<file path="config.mk">
export PLATFORM = sky130hd
export DESIGN_NAME = p2c_finish_flat
export DESIGN_NICKNAME = d
export VERILOG_FILES = /design/src/design/polar_to_cartesian_deg_defines.svh /design/src/design/p2c_pkg.sv /design/src/design/p2c_if.sv /design/src/design/p2c_finish.sv /design/src/flat_wrapper.sv
export SDC_FILE = /design/constraint.sdc
export NUM_CORES = 1
export LEC_CHECK = 0
export ABC_CLOCK_PERIOD_IN_PS = 6050
export BUFFER_PORTS_ARGS = -buffer_cell sky130_fd_sc_hd__buf_2
export CAP_MARGIN = 25
export CORE_ASPECT_RATIO = 1.4
export CORE_UTILIZATION = 40
export DETAILED_ROUTE_END_ITERATION = 8
export GPL_TIMING_DRIVEN = 0
export PLACE_DENSITY = 0.6
export SYNTH_ARGS = -nofsm -noshare
export SYNTH_HDL_FRONTEND = slang
export SYNTH_SLANG_ARGS = --single-unit
export TNS_END_PERCENT = 5
</file>
<file path="constraint.sdc">
create_clock -name clk -period 6.05 [get_ports clk]
set_clock_uncertainty 0.15 [all_clocks]
set_input_delay 1.21 -clock clk [delete_from_list [all_inputs] [get_ports clk]]
set_output_delay 1.21 -clock clk [all_outputs]
set_load 0.02 [all_outputs]
</file>
<file path="src/design/polar_to_cartesian_deg_defines.svh">
// Assertion macros for the polar to rectangular converter.
`ifndef POLAR_TO_CARTESIAN_DEG_DEFINES_SVH
`define POLAR_TO_CARTESIAN_DEG_DEFINES_SVH

`ifndef NO_ASSERTIONS

// Consequent must hold in the same cycle as the antecedent.
`define P2C_ASSERT_NOW(label, clk, rst, ante, cons) \
  label: assert property (@(posedge clk) disable iff (rst) (ante) |-> (cons)) \
    else $error("polar_to_cartesian_deg: assertion failed");

// Consequent must hold in the cycle after the antecedent.
`define P2C_ASSERT_NEXT(label, clk, rst, ante, cons) \
  label: assert property (@(posedge clk) disable iff (rst) (ante) |=> (cons)) \
    else $error("polar_to_cartesian_deg: assertion failed");

`else

`define P2C_ASSERT_NOW(label, clk, rst, ante, cons)
`define P2C_ASSERT_NEXT(label, clk, rst, ante, cons)

`endif

`endif

</file>
<file path="src/design/p2c_pkg.sv">
// Shared constants, types and tables of the polar to rectangular converter.
package p2c_pkg;

  localparam int DATA_W         = 32;
  localparam int ROTATION_STEPS = 16;
  localparam int ATAN_LEN       = 30;
  localparam int STEPS          = (ROTATION_STEPS > ATAN_LEN) ? ATAN_LEN : ROTATION_STEPS;

  // Datapath widths: x and y in Q16.24 with headroom for the rotation gain.
  localparam int XY_W    = 42;
  localparam int Z_W     = 25;
  localparam int RM_W    = 25;
  localparam int FRAC_SH = 8;
  localparam int ROUND   = 128;
  localparam int FIN_W   = XY_W - FRAC_SH + 1;

  // Gain multiply: length times K in Q0.32, kept as Q16.24.
  localparam int MUL_W   = 66;
  localparam int GAIN_SH = 24;
  localparam logic [DATA_W-1:0] GAIN_Q32 = 32'd2608131496;

  // Angle reduction: 360 degrees in Q16.16 is 45 * 2^19.
  localparam int LOW_W      = 19;
  localparam int Q_W        = DATA_W - LOW_W;
  localparam int U_W        = 14;
  localparam int MOD_OFS    = 4140;
  localparam int RECIP_K    = 11651;
  localparam int RECIP_SH   = 19;
  localparam int PROD_W     = 28;
  localparam int QUO_W      = 9;
  localparam int REM_W      = RM_W - LOW_W;
  localparam int TURN_UNITS = 45;

  localparam logic [RM_W-1:0] DEG_90  = RM_W'(90 * 65536);
  localparam logic [RM_W-1:0] DEG_180 = RM_W'(180 * 65536);
  localparam logic [RM_W-1:0] DEG_270 = RM_W'(270 * 65536);
  localparam logic [RM_W-1:0] DEG_360 = RM_W'(360 * 65536);

  localparam logic signed [DATA_W-1:0] S_MAX = {1'b0, {(DATA_W-1){1'b1}}};
  localparam logic signed [DATA_W-1:0] S_MIN = {1'b1, {(DATA_W-1){1'b0}}};

  typedef logic signed [DATA_W-1:0] data_t;
  typedef logic signed [XY_W-1:0]   xy_t;
  typedef logic signed [Z_W-1:0]    z_t;
  typedef logic signed [FIN_W-1:0]  fin_t;

  typedef enum logic [2:0] {
    SP_NONE,
    SP_ZERO,
    SP_POS90,
    SP_HALF,
    SP_NEG90
  } special_t;

  typedef struct packed {
    data_t    len;
    special_t sp;
    logic     neg;
    logic     fold;
  } ctl_t;

  // atan(2^-i) in Q16.16 degrees, rounded to nearest.
  localparam logic [Z_W-1:0] ATAN_TAB [ATAN_LEN] = '{
    25'd2949120, 25'd1740967, 25'd919879, 25'd466945, 25'd234379, 25'd117304,
    25'd58666,   25'd29335,   25'd14668,  25'd7334,   25'd3667,   25'd1833,
    25'd917,     25'd458,     25'd229,    25'd115,    25'd57,     25'd29,
    25'd14,      25'd7,       25'd4,      25'd2,      25'd1,      25'd0,
    25'd0,       25'd0,       25'd0,      25'd0,      25'd0,      25'd0
  };

endpackage

</file>
<file path="src/design/p2c_if.sv">


interface p2c_out_if import p2c_pkg::*; ();
  logic  valid;
  logic  ready;
  data_t x_out;
  data_t y_out;

  modport source (output valid, output x_out, output y_out, input ready);
  modport sink (input valid, input x_out, input y_out, output ready);
endinterface

</file>
<file path="src/design/p2c_finish.sv">
// Rounding, quadrant sign restore, axis cases and saturation into the output register.
module p2c_finish import p2c_pkg::*; (
  input  logic      clk,
  input  logic      rst,
  input  logic      valid,
  output logic      ready,
  input  ctl_t      ctl,
  input  xy_t       x,
  input  xy_t       y,
  p2c_out_if.source rect
);

  function automatic data_t sat_fin(input fin_t v);
    logic hi_same;
    hi_same = (v[FIN_W-1:DATA_W-1] == '0) || (v[FIN_W-1:DATA_W-1] == '1);
    if (hi_same) return v[DATA_W-1:0];
    return v[FIN_W-1] ? S_MIN : S_MAX;
  endfunction

  function automatic data_t neg_sat(input data_t v);
    if (v == S_MIN) return S_MAX;
    return -v;
  endfunction

  logic en1, en2;
  logic v1, v2;
  xy_t  xa, ya;
  fin_t xe, ye;
  ctl_t c1;
  fin_t xs1, ys1;
  data_t xo, yo;
  data_t x2, y2;

  assign en2   = !v2 || rect.ready;
  assign en1   = !v1 || en2;
  assign ready = en1;

  // Round Q16.24 to Q16.16 to nearest, ties upwards.
  assign xa = x + xy_t'(ROUND);
  assign ya = y + xy_t'(ROUND);
  assign xe = {xa[XY_W-1], xa[XY_W-1:FRAC_SH]};
  assign ye = {ya[XY_W-1], ya[XY_W-1:FRAC_SH]};

  always_ff @(posedge clk) begin
    if (rst) begin
      v1 <= 1'b0;
      v2 <= 1'b0;
    end else begin
      if (en1) v1 <= valid;
      if (en2) v2 <= v1;
    end
  end

  always_ff @(posedge clk) begin
    if (en1 && valid) begin
      c1  <= ctl;
      xs1 <= ctl.fold ? -xe : xe;
      ys1 <= ctl.neg ? -ye : ye;
    end
  end

  // Axis angles bypass the rotation result entirely.
  always_comb begin
    case (c1.sp)
      SP_ZERO: begin
        xo = c1.len;
        yo = '0;
      end
      SP_POS90: begin
        xo = '0;
        yo = c1.len;
      end
      SP_HALF: begin
        xo = neg_sat(c1.len);
        yo = '0;
      end
      SP_NEG90: begin
        xo = '0;
        yo = neg_sat(c1.len);
      end
      default: begin
        xo = sat_fin(xs1);
        yo = sat_fin(ys1);
      end
    endcase
  end

  always_ff @(posedge clk) begin
    if (en2 && v1) begin
      x2 <= xo;
      y2 <= yo;
    end
  end

  assign rect.valid = v2;
  assign rect.x_out = x2;
  assign rect.y_out = y2;

endmodule
</file>
<file path="src/flat_wrapper.sv">
// flat-port wrapper written by rule: the top's interface ports become plain ports
module p2c_finish_flat import p2c_pkg::*;
  (clk, rst, valid, ready, ctl, x, y, rect_valid, rect_x_out, rect_y_out, rect_ready);
  p2c_out_if rect_i ();
  input  logic clk;
  input  logic rst;
  input  logic valid;
  output logic ready;
  input  ctl_t ctl;
  input  xy_t x;
  input  xy_t y;
  output wire logic [$bits(rect_i.valid)-1:0] rect_valid;
  output wire logic [$bits(rect_i.x_out)-1:0] rect_x_out;
  output wire logic [$bits(rect_i.y_out)-1:0] rect_y_out;
  input wire logic [$bits(rect_i.ready)-1:0] rect_ready;
  assign rect_valid = rect_i.valid;
  assign rect_x_out = rect_i.x_out;
  assign rect_y_out = rect_i.y_out;
  assign rect_i.ready = rect_ready;
  p2c_finish u_core (.clk(clk), .rst(rst), .valid(valid), .ready(ready), .ctl(ctl), .x(x), .y(y), .rect(rect_i));
endmodule
</file>
Word-level counts from Yosys, hierarchy flattened
Cells that the tools add are included.
Widths: inputs -> output; s select.
{"block": "totals", "reg_bits": 171, "inputBits": 125, "out_inout_bits": 66, "elab_cells": 53}
{"block": "op_classes", "addsub": 5, "eq_ne": 7, "n_mux": 20, "reduce_logical": 13}
{"op": "$mux 32", "n": 9}
{"op": "$pmux 32 s3", "n": 2}
{"op": "$add 42x9->42 const B", "n": 2}
{"op": "$mux 35", "n": 2}
{"op": "$neg 34->35", "n": 2}
{"op": "$eq 32x32->1 const B", "n": 1}
{"op": "$neg 32->32", "n": 1}
{"op": "$eq 4x4->1 const B", "n": 2}
{"op": "$logic_not 4->1", "n": 2}
{"op": "$mux 1", "n": 7}
{"op": "$eq 3x2->1 const B", "n": 2}
{"op": "$logic_or 1x1->1", "n": 4}
{"op": "$reduce_or 2->1", "n": 2}
{"op": "$reduce_or 4->1", "n": 1}
{"op": "$eq 3x1->1 const B", "n": 1}
{"op": "$eq 3x3->1 const B", "n": 1}
{"op": "$logic_and 1x1->1", "n": 2}
{"op": "$logic_not 1->1", "n": 2}

Logic depth before layout (Yosys ltp)
{"block": "logic_depth", "word_depth": 6, "ltp_mapped": 12, "ltp_nobuf": 11}

Worst setup path before layout
OpenSTA, ideal clock, no wires.
{"block": "synth_timing", "kind": "input to register", "startpoint": "input rect_ready", "endpoint": "register u_core.x2[0], in the netlist u_core.rect.x_out[0], enable pin", "setup_ns": 0.494, "arrival_ns": 4.135, "required_ns": 5.406, "path_slack_ns": 1.270, "path_stages": 2, "n_path_buf": 0, "cell_sequence": "nor2b_1 > nor2b_1"}
{"block": "synth_via", "elab_chain_cells": 2}
{"item": "start, declared", "line": "flat_wrapper.sv:15", "rtl": "input wire logic [$bits(rect_i.ready)-1:0] rect_ready;"}
{"item": "$logic_or 1x1->1", "line": "p2c_finish.sv:34", "rtl": "assign en2 = !v2 || rect.ready;"}
{"item": "$logic_and 1x1->1", "line": "p2c_finish.sv:89", "rtl": "if (en2 && v1) begin"}
{"item": "end signal, assigned", "line": "p2c_finish.sv:90", "rtl": "x2 <= xo;"}
{"item": "end, declared", "line": "p2c_finish.sv:32", "rtl": "data_t x2, y2;"}
Every way passes these cells.
A chain may end at the register's enable or synchronous reset.

Worst setup path in the final report
{"block": "layout_timing", "startpoint": "register u_core.c1[5] (netlist bit)", "endpoint": "register u_core.x2[19], in the netlist u_core.rect.x_out[19] (data pin)"}
{"block": "layout_via", "elab_chain_cells": 5, "elab_cells_between_ends": 6, "cone_classes": "1 x add/sub; 1 x eq/ne; 4 x mux"}
{"item": "start, declared", "line": "p2c_finish.sv:29", "rtl": "ctl_t c1;"}
{"item": "start signal, assigned", "line": "p2c_finish.sv:56", "rtl": "c1 <= ctl;"}
{"item": "parallel branches: the longest is 3 deep, another holds $neg 32->32"}
{"item": "$mux 32 *", "line": "p2c_finish.sv:22", "rtl": "return -v;"}
{"item": "$pmux 32 s3 *", "line": "p2c_finish.sv:64", "rtl": "case (c1.sp)"}
{"item": "net u_core.xo[19]", "line": "p2c_finish.sv:31", "rtl": "data_t xo, yo;"}
Mark *: on every way through the listed nets, which the timed path passes. The select of a mux whose other input is x is not followed.

==> flow_summary.yaml <==
status:
  status: "finished, final reports clean"
floorplanning:
  io_pins: 191
  coreArea_um2: 28500
  die_x_um: 146.2
  initial_core_util_pct: 40.86
  die_area_um2: 29810
  die_h_um: 203.9
  rows: 73
sta:
  tightest_slew_ns: 1.067
  hold_viol: 0
  hold_ws_ns: 0.3687
  finalMaxSlewViolations: 0
  post-route-period-util_pct: 88.17
  slew_headroom_pct: 28.65
  fin_tns_setup_ns: 0
  max_freq_mhz: 187.5
  min_period_ns: 5.335
  rsz0062_at_grt: "false"
  setup_viol: 0
job:
  cap_viol_max_count: 0
worst_setup_path:
  cp.required_ns: 6.13
  cp-end-kind: "register"
  endpoint: "u_core.rect.x_out[19]"
  r2r_setup_slack_ns: 0.72
  worstReg2RegEnd: "u_core.rect.x_out[19]"
  crit_type: "register to register"
  r2r-start: "u_core.c1[5]"
  startpoint_type: "register"
  crit_arrival_ns: 5.41
  ff2ff_path_depth: 12
  cp_max_fo: 10
  crit_path_start: "u_core.c1[5]"
clocking:
  cts.path.max_buffers: 2
  cts_buffers: 17
  clockRootBuffer: "clkbuf_16"
  cts.sinks: 171
  cts_resized: 0
  holdBufCountCts: 0
  clk_pin_slew_ns: 0.06
  cts_setup_buffers: 0
  clkLatencyLatePin_ns: 0.44
  htreeDepth: 4
  cts_tree: "built"
yosys:
  synth_largest_area_cell: "edfxtp_1"
  yosysSeqAreaShare_pct: 43.92
  synthTopCellsByArea: "edfxtp_1 (44%), xnor2_1 (7.3%), a21oi_1 (4.9%), nand2_1 (3.9%), nor2_1 (3.7%)"
  ys.flop_type: "edfxtp_1"
  yosys_warnings: 0
  synth_edf_count: 169
  synth_seq_cells: 171
  async_reset_ff_share_pct: 0
  syn_area_um2: 11640
  netlist.area_leader.share_pct: 43.58
  syn_nets: 1422
  syn_area_per_cell_um2: 9.013
  synthCells: 1292
  synthDistinctLibCells: 79
placed_design:
  place.gp.congestion: 0.9475
  dp_cells: 1823
  hpwl_mm: 29.56
  io_buffers: 154
global_route:
  overflow: 0
  grt_pass1_wl_mm: 57.39
  antenna_found_initial: 0
  grt_pass1_vias: 9824
  track_usage_pct: 25.44
  grt_max_degree: 73
route:
  drc: 0
  drt_iter0_markers: 837
  vias: 10658
  wl_per_cell_um: 20.53
  drt-pass1-iter-count: 5
  drtAntennaViolNets: 0
  vias_per_cell: 5.746
  wirelength_mm: 38.08
power_and_ir_drop:
  vdd_drop_max_uv: 205.0
  p_per_area_nw_per_um2: 226.8
  leakage_nw: 4.644
final_layout:
  antenna_cells: 0
  fin_cells: 1855
  layout_common_cells: "edfxtp_1 (169), buf_2 (164), nand2_1 (122)"
  nets: 1597
  final_common_cell: "edfxtp_1"
  syn_to_final_growth_pct: 15.85
  drive_gt1_share_pct: 15.61
hold_path:
  hold_class: "register to register"
  hold_depth: 2
-- final cells by class --
type	instances	area, µm²
Clock inverter	14	118.9
Sequential cell	171	5115
Multi-Input combinational cell	999	6062
Fill cell	2824	15010
Timing Repair Buffer	156	818.3
Buffer	92	365.4
Clock buffer	18	429.2
Tap cell	375	469.2
Inverter	30	112.6
-- routing by layer --
layer	track usage, %	routed length [µm]	share of wire [%]	up-vias
met5	0	0	0	-
met3	2.746	1811	4.8	73
met2	43.59	18630	49	391
met1	31.93	16020	42	5043
li1	-	-	-	5151
met4	12.39	1622	4.3	0
-- synth_stat cells (all sizes together), types with 4 or more instances --
master,instances
nand2,122
nor4,19
clkbuf,73
and3,15
a22oi,7
a2111oi,4
and2,8
nor3,72
mux2,8
a211oi,9
xor2,47
nor4b,5
nand3,50
and4,10
o22a,4
o22ai,12
or2,6
a221o,5
o21ai,97
edfxtp,169
a41oi,4
o221ai,14
o31ai,10
a21oi,113
ha,5
nor2,117
nand4,30
xnor2,97
or4,16
mux2i,6
inv,30
nor3b,6
nand2b,9
a31oi,12
buf,19
or3,16
-- cell families after synthesis --
logic type                 count (synthesis)  synth area share (%)
and+or+nand+nor                          514                 22.48
AOI/OAI and AO/OA                        322                 16.84
DFF                                      171                 43.92
xor gates and xnor gates                 144                 10.83
buffers and inverters                    122                 4.104
muxes                                     14                 1.289
adders and majority gates                  5                0.5372
-- sequential cells by signal, summed over array words and instances (netlist names) --
signal	count
u_core.c1	35
u_core.rect.valid	1
u_core.rect.x_out	32
u_core.rect.y_out	32
u_core.v1	1
u_core.xs1	35
u_core.ys1	35
-- where the power goes --
part | leakage (nW) | switching, mW | total [mW] | internal [mW]
combinational | 2.73 | 0.381 | 0.574 | 0.193
sequential | 1.65 | 0.0468 | 1.47 | 1.42
clock | 0.263 | 0.455 | 1.02 | 0.566
-- critical path, stage by stage (launching register included) --
cell and delay [ns]:
edfxtp_1 0.44, inv_1 0.16, ha_1 0.29, nor3b_1 0.45, nand4_1 0.38, nor4b_2 1.00, and3_1 0.28, clkbuf_1 0.42
clkbuf_1 0.52, nor2_1 0.13, a21oi_1 0.50, nor2_1 0.09, nor3_1 0.29
-- through the flow --
| stage | utilization [%] | setup WS (ns) | instance area (µm²) | power, mW |
|---|---|---|---|---|
| floorplan | - | 1.270 | 11640 | 1.831 |
| global placement | 45.21 | 0.05797 | 12880 | 2.052 |
| detailed placement | 45.42 | 0.9448 | 12940 | 2.054 |
| CTS | 47.34 | 0.9254 | 13490 | 3.069 |
| global route | 47.34 | 0.6121 | 13490 | 3.170 |
| finish | 47.34 | 0.7155 | 13490 | 3.060 |
-- how the worst min path moves through the flow --
stage	end	start	slack, ns
floorplan	u_core.rect.valid	u_core.v1	0.33
global placement	u_core.rect.valid	u_core.v1	0.34
detailed placement	u_core.rect.valid	u_core.v1	0.36
CTS	u_core.rect.valid	u_core.v1	0.37
global route	u_core.rect.valid	u_core.v1	0.42
finish	u_core.rect.valid	u_core.v1	0.37
(Power assumes the default switching activity.)
