==> src/design/polar_to_cartesian_deg_defines.svh <==
// Assertion macros for the polar to rectangular converter.
`ifndef POLAR_TO_CARTESIAN_DEG_DEFINES_SVH
`define POLAR_TO_CARTESIAN_DEG_DEFINES_SVH

`ifndef NO_ASSERTIONS

// Consequent must hold in the same cycle as the antecedent.
`define P2C_ASSERT_NOW(label, clk, rst, ante, cons) \
  label: assert property (@(posedge clk) disable iff (rst) (ante) |-> (cons)) \
    else $error("polar_to_cartesian_deg: assertion failed");

// Consequent must hold in the cycle after the antecedent.
`define P2C_ASSERT_NEXT(label, clk, rst, ante, cons) \
  label: assert property (@(posedge clk) disable iff (rst) (ante) |=> (cons)) \
    else $error("polar_to_cartesian_deg: assertion failed");

`else

`define P2C_ASSERT_NOW(label, clk, rst, ante, cons)
`define P2C_ASSERT_NEXT(label, clk, rst, ante, cons)

`endif

`endif

==> src/design/p2c_pkg.sv <==
// Shared constants, types and tables of the polar to rectangular converter.
package p2c_pkg;

  localparam int DATA_W         = 32;
  localparam int ROTATION_STEPS = 16;
  localparam int ATAN_LEN       = 30;
  localparam int STEPS          = (ROTATION_STEPS > ATAN_LEN) ? ATAN_LEN : ROTATION_STEPS;

  // Datapath widths: x and y in Q16.24 with headroom for the rotation gain.
  localparam int XY_W    = 42;
  localparam int Z_W     = 25;
  localparam int RM_W    = 25;
  localparam int FRAC_SH = 8;
  localparam int ROUND   = 128;
  localparam int FIN_W   = XY_W - FRAC_SH + 1;

  // Gain multiply: length times K in Q0.32, kept as Q16.24.
  localparam int MUL_W   = 66;
  localparam int GAIN_SH = 24;
  localparam logic [DATA_W-1:0] GAIN_Q32 = 32'd2608131496;

  // Angle reduction: 360 degrees in Q16.16 is 45 * 2^19.
  localparam int LOW_W      = 19;
  localparam int Q_W        = DATA_W - LOW_W;
  localparam int U_W        = 14;
  localparam int MOD_OFS    = 4140;
  localparam int RECIP_K    = 11651;
  localparam int RECIP_SH   = 19;
  localparam int PROD_W     = 28;
  localparam int QUO_W      = 9;
  localparam int REM_W      = RM_W - LOW_W;
  localparam int TURN_UNITS = 45;

  localparam logic [RM_W-1:0] DEG_90  = RM_W'(90 * 65536);
  localparam logic [RM_W-1:0] DEG_180 = RM_W'(180 * 65536);
  localparam logic [RM_W-1:0] DEG_270 = RM_W'(270 * 65536);
  localparam logic [RM_W-1:0] DEG_360 = RM_W'(360 * 65536);

  localparam logic signed [DATA_W-1:0] S_MAX = {1'b0, {(DATA_W-1){1'b1}}};
  localparam logic signed [DATA_W-1:0] S_MIN = {1'b1, {(DATA_W-1){1'b0}}};

  typedef logic signed [DATA_W-1:0] data_t;
  typedef logic signed [XY_W-1:0]   xy_t;
  typedef logic signed [Z_W-1:0]    z_t;
  typedef logic signed [FIN_W-1:0]  fin_t;

  typedef enum logic [2:0] {
    SP_NONE,
    SP_ZERO,
    SP_POS90,
    SP_HALF,
    SP_NEG90
  } special_t;

  typedef struct packed {
    data_t    len;
    special_t sp;
    logic     neg;
    logic     fold;
  } ctl_t;

  // atan(2^-i) in Q16.16 degrees, rounded to nearest.
  localparam logic [Z_W-1:0] ATAN_TAB [ATAN_LEN] = '{
    25'd2949120, 25'd1740967, 25'd919879, 25'd466945, 25'd234379, 25'd117304,
    25'd58666,   25'd29335,   25'd14668,  25'd7334,   25'd3667,   25'd1833,
    25'd917,     25'd458,     25'd229,    25'd115,    25'd57,     25'd29,
    25'd14,      25'd7,       25'd4,      25'd2,      25'd1,      25'd0,
    25'd0,       25'd0,       25'd0,      25'd0,      25'd0,      25'd0
  };

endpackage

==> src/design/p2c_if.sv <==
// Handshake channels for polar items and rectangular result items.
interface p2c_in_if import p2c_pkg::*; ();
  logic  valid;
  logic  ready;
  data_t length_in;
  data_t angle_deg;

  modport source (output valid, output length_in, output angle_deg, input ready);
  modport sink (input valid, input length_in, input angle_deg, output ready);
endinterface


==> src/design/p2c_reduce.sv <==
// Angle reduction, quadrant fold and gain multiply: three pipeline stages.
module p2c_reduce import p2c_pkg::*; (
  input  logic   clk,
  input  logic   rst,
  p2c_in_if.sink polar,
  input  logic   sink_ready,
  output logic   valid,
  output ctl_t   ctl,
  output xy_t    x,
  output z_t     z
);

  logic en1, en2, en3;
  logic v1, v2, v3;

  // Stage 1 signals
  logic signed [U_W:0]  u_s;
  logic [U_W-1:0]       u_c;
  logic signed [MUL_W-1:0] mul;
  logic [PROD_W-1:0]    uprod_c;

  data_t             len1;
  logic [LOW_W-1:0]  low1;
  logic [U_W-1:0]    u1;
  logic [PROD_W-1:0] uprod1;
  xy_t               x1;

  // Stage 2 signals
  logic [QUO_W-1:0] quo;
  logic [U_W-1:0]   turns;
  logic [U_W-1:0]   rem;

  data_t            len2;
  logic [RM_W-1:0]  rm2;
  xy_t              x2;

  // Stage 3 signals
  logic            neg_c, fold_c;
  logic [RM_W-1:0] mag, fa;
  special_t        sp_c;

  ctl_t ctl3;
  xy_t  x3;
  z_t   z3;

  assign en3 = !v3 || sink_ready;
  assign en2 = !v2 || en3;
  assign en1 = !v1 || en2;
  assign polar.ready = en1;

  // The angle splits into a multiple of 2^19 and a low part; the multiple is
  // offset by a whole number of turns so that it stays non-negative.
  assign u_s = {{(U_W + 1 - Q_W){polar.angle_deg[DATA_W-1]}},
                polar.angle_deg[DATA_W-1:LOW_W]} + (U_W + 1)'(MOD_OFS);
  assign u_c = u_s[U_W-1:0];
  assign uprod_c = PROD_W'(u_c) * PROD_W'(RECIP_K);
  assign mul = $signed({{(MUL_W-DATA_W){polar.length_in[DATA_W-1]}}, polar.length_in})
             * $signed({{(MUL_W-DATA_W){1'b0}}, GAIN_Q32});

  always_ff @(posedge clk) begin
    if (rst) begin
      v1 <= 1'b0;
      v2 <= 1'b0;
      v3 <= 1'b0;
    end else begin
      if (en1) v1 <= polar.valid;
      if (en2) v2 <= v1;
      if (en3) v3 <= v2;
    end
  end

  always_ff @(posedge clk) begin
    if (en1 && polar.valid) begin
      len1   <= polar.length_in;
      low1   <= polar.angle_deg[LOW_W-1:0];
      u1     <= u_c;
      uprod1 <= uprod_c;
      x1     <= mul[GAIN_SH +: XY_W];
    end
  end

  // Remainder of the turn count by 45, quotient taken by reciprocal.
  assign quo   = uprod1[RECIP_SH +: QUO_W];
  assign turns = U_W'(quo) * U_W'(TURN_UNITS);
  assign rem   = u1 - turns;

  always_ff @(posedge clk) begin
    if (en2 && v1) begin
      len2 <= len1;
      rm2  <= {rem[REM_W-1:0], low1};
      x2   <= x1;
    end
  end

  always_comb begin
    neg_c  = rm2 > DEG_180;
    mag    = neg_c ? (DEG_360 - rm2) : rm2;
    fold_c = mag > DEG_90;
    fa     = fold_c ? (DEG_180 - mag) : mag;
    if (rm2 == '0) begin
      sp_c = SP_ZERO;
    end else if (rm2 == DEG_90) begin
      sp_c = SP_POS90;
    end else if (rm2 == DEG_180) begin
      sp_c = SP_HALF;
    end else if (rm2 == DEG_270) begin
      sp_c = SP_NEG90;
    end else begin
      sp_c = SP_NONE;
    end
  end

  always_ff @(posedge clk) begin
    if (en3 && v2) begin
      ctl3.len  <= len2;
      ctl3.sp   <= sp_c;
      ctl3.neg  <= neg_c;
      ctl3.fold <= fold_c;
      x3        <= x2;
      z3        <= z_t'(fa);
    end
  end

  assign valid = v3;
  assign ctl   = ctl3;
  assign x     = x3;
  assign z     = z3;

endmodule

==> src/flat_wrapper.sv <==
// flat-port wrapper written by rule: the top's interface ports become plain ports
module p2c_reduce_flat import p2c_pkg::*;
  (clk, rst, sink_ready, valid, ctl, x, z, polar_valid, polar_length_in, polar_angle_deg, polar_ready);
  p2c_in_if polar_i ();
  input  logic clk;
  input  logic rst;
  input  logic sink_ready;
  output logic valid;
  output ctl_t ctl;
  output xy_t x;
  output z_t z;
  input wire logic [$bits(polar_i.valid)-1:0] polar_valid;
  input wire logic [$bits(polar_i.length_in)-1:0] polar_length_in;
  input wire logic [$bits(polar_i.angle_deg)-1:0] polar_angle_deg;
  output wire logic [$bits(polar_i.ready)-1:0] polar_ready;
  assign polar_i.valid = polar_valid;
  assign polar_i.length_in = polar_length_in;
  assign polar_i.angle_deg = polar_angle_deg;
  assign polar_ready = polar_i.ready;
  p2c_reduce u_core (.clk(clk), .rst(rst), .polar(polar_i), .sink_ready(sink_ready), .valid(valid), .ctl(ctl), .x(x), .z(z));
endmodule
==> config.mk <==
export PLATFORM = sky130hd
export DESIGN_NAME = p2c_reduce_flat
export DESIGN_NICKNAME = d
export VERILOG_FILES = /design/src/design/polar_to_cartesian_deg_defines.svh /design/src/design/p2c_pkg.sv /design/src/design/p2c_if.sv /design/src/design/p2c_reduce.sv /design/src/flat_wrapper.sv
export SDC_FILE = /design/constraint.sdc
export NUM_CORES = 2
export LEC_CHECK = 0
export CAP_MARGIN = 20
export CORE_MARGIN = 2
export CORE_UTILIZATION = 60
export DETAILED_ROUTE_END_ITERATION = 12
export DONT_BUFFER_PORTS = 1
export GPL_ROUTABILITY_DRIVEN = 0
export GPL_TIMING_DRIVEN = 0
export MAX_ROUTING_LAYER = met4
export PLACE_DENSITY = 0.76
export SLEW_MARGIN = 20
export SYNTH_ARGS = -nofsm -noshare
export SYNTH_HDL_FRONTEND = slang
export SYNTH_SLANG_ARGS = --single-unit
==> constraint.sdc <==
create_clock -name clk -period 20 [get_ports clk]
set_input_delay 3 -clock clk [delete_from_list [all_inputs] [get_ports clk]]
set_output_delay 3 -clock clk [all_outputs]
set_load 0.02 [all_outputs]
## After elaboration in Yosys (flattened, before gate mapping)

Cells that the tools add are included.

| operators by class | value |
|---|---|
| multiplexer cells | 5 |
| equal/unequal tests | 3 |
| magnitude comparators | 2 |
| $add $sub $neg | 4 |
| reductions and logical operators | 11 |
| $mul | 3 |

Operators with widths:

| kind | number |
|---|---|
| $mul A32 B30 Y62 const B | 1 |
| $mux W25 | 2 |
| $mul A14 B14 Y28 const B | 1 |
| $eq A25 B23 Y1 const B | 1 |
| $eq A25 B24 Y1 const B | 1 |
| $eq A25 B25 Y1 const B | 1 |
| $gt A25 B23 Y1 const B | 1 |
| $gt A25 B24 Y1 const B | 1 |
| $logic_not A25 Y1 | 1 |
| $sub A24 B25 Y25 const A | 1 |
| $sub A25 B25 Y25 const A | 1 |
| $add A13 B14 Y14 const B | 1 |
| $mul A9 B6 Y6 const B | 1 |
| $sub A6 B6 Y6 | 1 |
| $mux W2 | 2 |
| $logic_and A1 B1 Y1 | 3 |
| $logic_not A1 Y1 | 3 |
| $logic_or A1 B1 Y1 | 3 |
| $mux W3 | 1 |
| $reduce_or A3 Y1 | 1 |

| word-level totals | value |
|---|---|
| input bits | 68 |
| flip-flop bits (word level) | 333 |
| logic and storage cells | 46 |
| output and inout port bits | 106 |

## Longest topological paths before layout

| depth | value |
|---|---|
| depth after elaboration | 5 |
| gate-level depth with buffers | 28 |

## Least setup slack after synthesis

OpenSTA, ideal clock, no wires.

| timing | value |
|---|---|
| kind | input port to flip-flop |
| from | in sink_ready |
| to | reg u_core.len2[0] (enable) |
| stages | 2 |
| slack | 9.103 ns |
| setup time | 0.704 ns |
| arrival | 10.192 ns |
| cell sequence | nor2b_1 a21boi_0 |

| on the way | value |
|---|---|
| cells in the longest elaborated chain, start to end | 3 |

RTL lines:

| item | RTL line | source |
|---|---|---|
| start: declaration | flat_wrapper.sv:7 | `input logic sink_ready;` |
| $logic_or A1 B1 Y1 | p2c_reduce.sv:46 | `assign en3 = !v3 \|\| sink_ready;` |
| $logic_or A1 B1 Y1 | p2c_reduce.sv:47 | `assign en2 = !v2 \|\| en3;` |
| $logic_and A1 B1 Y1 | p2c_reduce.sv:88 | `if (en2 && v1) begin` |
| end signal: assignment | p2c_reduce.sv:89 | `len2 <= len1;` |
| end: declaration | p2c_reduce.sv:33 | `data_t len2;` |

Every way passes these cells.
A chain may end at the register's enable or synchronous reset.

## Final worst setup path

| timing | value |
|---|---|
| from | in polar_length_in[11] |
| to | reg u_core.x1[39], data pin |

| on the way | value |
|---|---|
| cells in the longest elaborated chain, start to end | 1 |

RTL lines:

| item | RTL line | source |
|---|---|---|
| start: declaration | flat_wrapper.sv:13 | `input wire logic [$bits(polar_i.length_in)-1:0] polar_length_in;` |
| $mul A32 B30 Y62 | p2c_reduce.sv:58 | `* $signed({{(MUL_W-DATA_W){1'b0}}, GAIN_Q32});` |
| named net u_core.mul[63] | p2c_reduce.sv:19 | `logic signed [MUL_W-1:0] mul;` |
| end signal: assignment | p2c_reduce.sv:78 | `x1 <= mul[GAIN_SH +: XY_W];` |
| end: declaration | p2c_reduce.sv:26 | `xy_t x1;` |

The timed path passes the listed nets, and every way through them passes these cells.

==> reports/results.tsv <==
metric	value	unit
status	finished clean	
tightest_slew	1.17	ns
path_max_fanout	9	
finalNetCount	3768	
postLayoutCellArea	34700	um^2
drive_gt1_share	4.37	%
synth_area	32400	um^2
cts_root_buffer	clkbuf_16	
fill_cells	4027	
crit_path_end_kind	flip-flop	
dpl-instance-area	33600	um^2
firstDrtPassIters	9	
cts_setup_buffers	0	
synth_top_area_cell	fa_1	
dieHeight	236	um
fin_crit	10.70	ns
synthArstFlopShare	0	%
clk_pin_slew	0.06	ns
maxCapViolCount	0	
r2r_slack	15.91	ns
syn_inst	2702	
final_cells	3470	
hold_path_depth	0	
grt_max_degree	42	
first_global_vias	21774	
synth_top_family_by_area	adder cells	
route.detailed.drc	0	
clock_latency	0.54	ns
synth_top_area_share	29.5	%
rows	85	
synth_mux_area_share	0.220	%
rsz0062_at_grt	false	
cts_tree	done	
hp-start	u_core.len1[22]	
synthFlopType	edfxtp_1	
vias_per_cell	5.74	
h-tree-depth	2	
coreArea	53600	um^2
skew	0.0338	ns
mostFrequentLayoutCells	inv_1, fa_1, ha_1	
tns	0	ns
clockBufferDepth	3	
yosysSeqAreaShare	28.4	%
synth_fp_nets	3719	
synthXorXnorAreaFrac	5.28	%
drv_slew	0	
timing.rr.end	u_core.z[3]	
synth-simple-area-share	4.66	%
dieWidth	236	um
fin_crit_sh	53.5	%
worstSetupPathType	in2reg	
ctsHoldBuffers	0	
start_util	60.5	%
worstRegToRegCells	11	
slew_headroom	21.4	%
timing.rr.start	u_core.rm2[11]	
routed_wl	75100	um
hp-class	reg2reg	
io_pins	174	
num_vias	19911	
die_area	55900	um^2
antenna_found_initial	4	
grt_remaining_overflow	0	
start_kind	input port	
area_growth	6.96	%
wl_per_cell	21.6	um
critPathRequiredTime	20.28	ns
synth-seq-cells	308	
portBuffers	0	
regArea	9220	um^2
yosysWarnings	0	
cts_resized	0	
syn_avg_cell_area	12.0	um^2
route.antenna.remaining_nets	0	
placed_cells	3411	
multi_input_area	20500	um^2
fmax	93.4	MHz
yosysUniqueCellTypes	89	
grt_pass1_wl	119000	um
cts_buffers	34	
setup_viol	0	
synth_compound_area_share	5.37	%
min_to	u_core.len2[22]	
numClockSinks	308	
drt_iter0_drc	1375	
hold_violations	0	
grtUsageTotal	28.7	%
synth_edf_count	305	
mostFrequentLayoutCell	inv_1	
worstPathArrival	10.98	ns
hpwlAfterDp	63600	um
synth.area.top_cells	fa_1, edfxtp_1, ha_1	
synth_fa_ha_area_share	47.7	%
## how the worst max path moves through the flow
stage,from,endpoint,slack (ns),depth (start not counted)
after floorplan,sink_ready,u_core.len2[0],9.10,2
after global placement,sink_ready,u_core.len2[1],5.53,2
after detailed placement,polar_length_in[11],u_core.x1[39],8.81,25
after CTS,polar_length_in[11],u_core.x1[39],9.37,25
after global routing,polar_length_in[11],u_core.x1[39],9.06,25
final,polar_length_in[11],u_core.x1[39],9.30,25
## flip-flops by register name (all words and copies together), names as in the netlist, 5 cells and up
register and cells:
u_core.x1 41, u_core.x2 41, u_core.x 41, u_core.ctl 37, u_core.len1 32, u_core.len2 32, u_core.rm2 25, u_core.z 25
u_core.low1 19, u_core.uprod1 7, u_core.u1 5
## kinds of logic (layout without fill, tap and decap cells)
| group | count (synthesis) | after routing |
|---|---|---|
| buffers and inverters | 700 | 768 |
| flip-flops | 308 | 308 |
| XOR/XNOR | 193 | 193 |
| adder cells (fa/ha/maj) | 949 | 949 |
| other | 0 | 4 |
| multiplexers | 7 | 7 |
| AND/OR/NAND/NOR | 275 | 275 |
| AO/OA/AOI/OAI | 270 | 270 |
## final cells by class
| type | instances | share of cell area (%) |
|---|---|---|
| diodes | 4 | 0.0289 |
| plain buffers | 25 | 0.476 |
| clock buffers | 37 | 2.49 |
| clock inverters | 18 | 0.440 |
| inverters | 675 | 7.31 |
| multi-input cells | 1694 | 59.2 |
| flip-flops and latches | 308 | 26.6 |
| well taps | 696 | 2.51 |
| repair buffers | 13 | 0.945 |
## worst max-delay path: stages
cell and delay (ns):
ha_1 0.30, clkbuf_1 0.20, xnor2_1 0.34, inv_1 0.08, ha_1 0.20, a21oi_1 0.29
fa_1 0.49, inv_1 0.11, fa_1 0.41, fa_1 0.57, fa_1 0.45, fa_1 0.54
inv_1 0.06, fa_1 0.48, inv_1 0.04, ha_1 0.39, nand3_1 0.16, or4_1 0.53
a211oi_1 0.97, o21ai_0 0.42, a21oi_1 0.34, o21ai_0 0.18, nand3b_1 0.16, a21oi_1 0.09
xnor2_1 0.15
## synthesized netlist by cell type (4+ instances only)
cell type	count
buf_4	5
nand3_1	18
a21oi_1	96
a211oi_1	7
nor3_1	26
nor4_1	6
o21ai_0	39
xor2_1	90
a31oi_1	13
o31ai_1	6
nand2b_1	6
inv_1	673
a22oi_1	5
and3_1	8
or2_2	5
o21bai_1	5
or3_1	4
edfxtp_1	305
nand2_1	59
or4_1	5
buf_6	5
and2_1	10
xnor2_1	100
nand4_1	14
nor2_1	67
mux2i_1	6
a21o_1	50
fa_1	478
o211ai_1	5
nor2b_1	14
ha_1	471
o21a_1	6
clkbuf_1	9
## metrics by stage
stage | worst slack [ns] | util [%] | hold slack [ns]
after floorplan | 9.10 | - | 0.400
after global placement | 5.53 | 62.1 | 0.400
after detailed placement | 8.81 | 62.8 | 0.405
after CTS | 9.37 | 64.7 | 0.411
after global routing | 9.06 | 64.7 | 0.411
final | 9.30 | 64.7 | 0.407
## routing by layer
metal | GRT usage [%] | part of all wire, %
met4 | 12.4 | 4.4
met3 | 5.10 | 7.1
met1 | 35.5 | 39
met5 | - | 0
met2 | 46.6 | 49
Power is left out: the tool's default activity adds up to more than one toggle a clock period on the data nets, which glitch-free logic cannot reach.
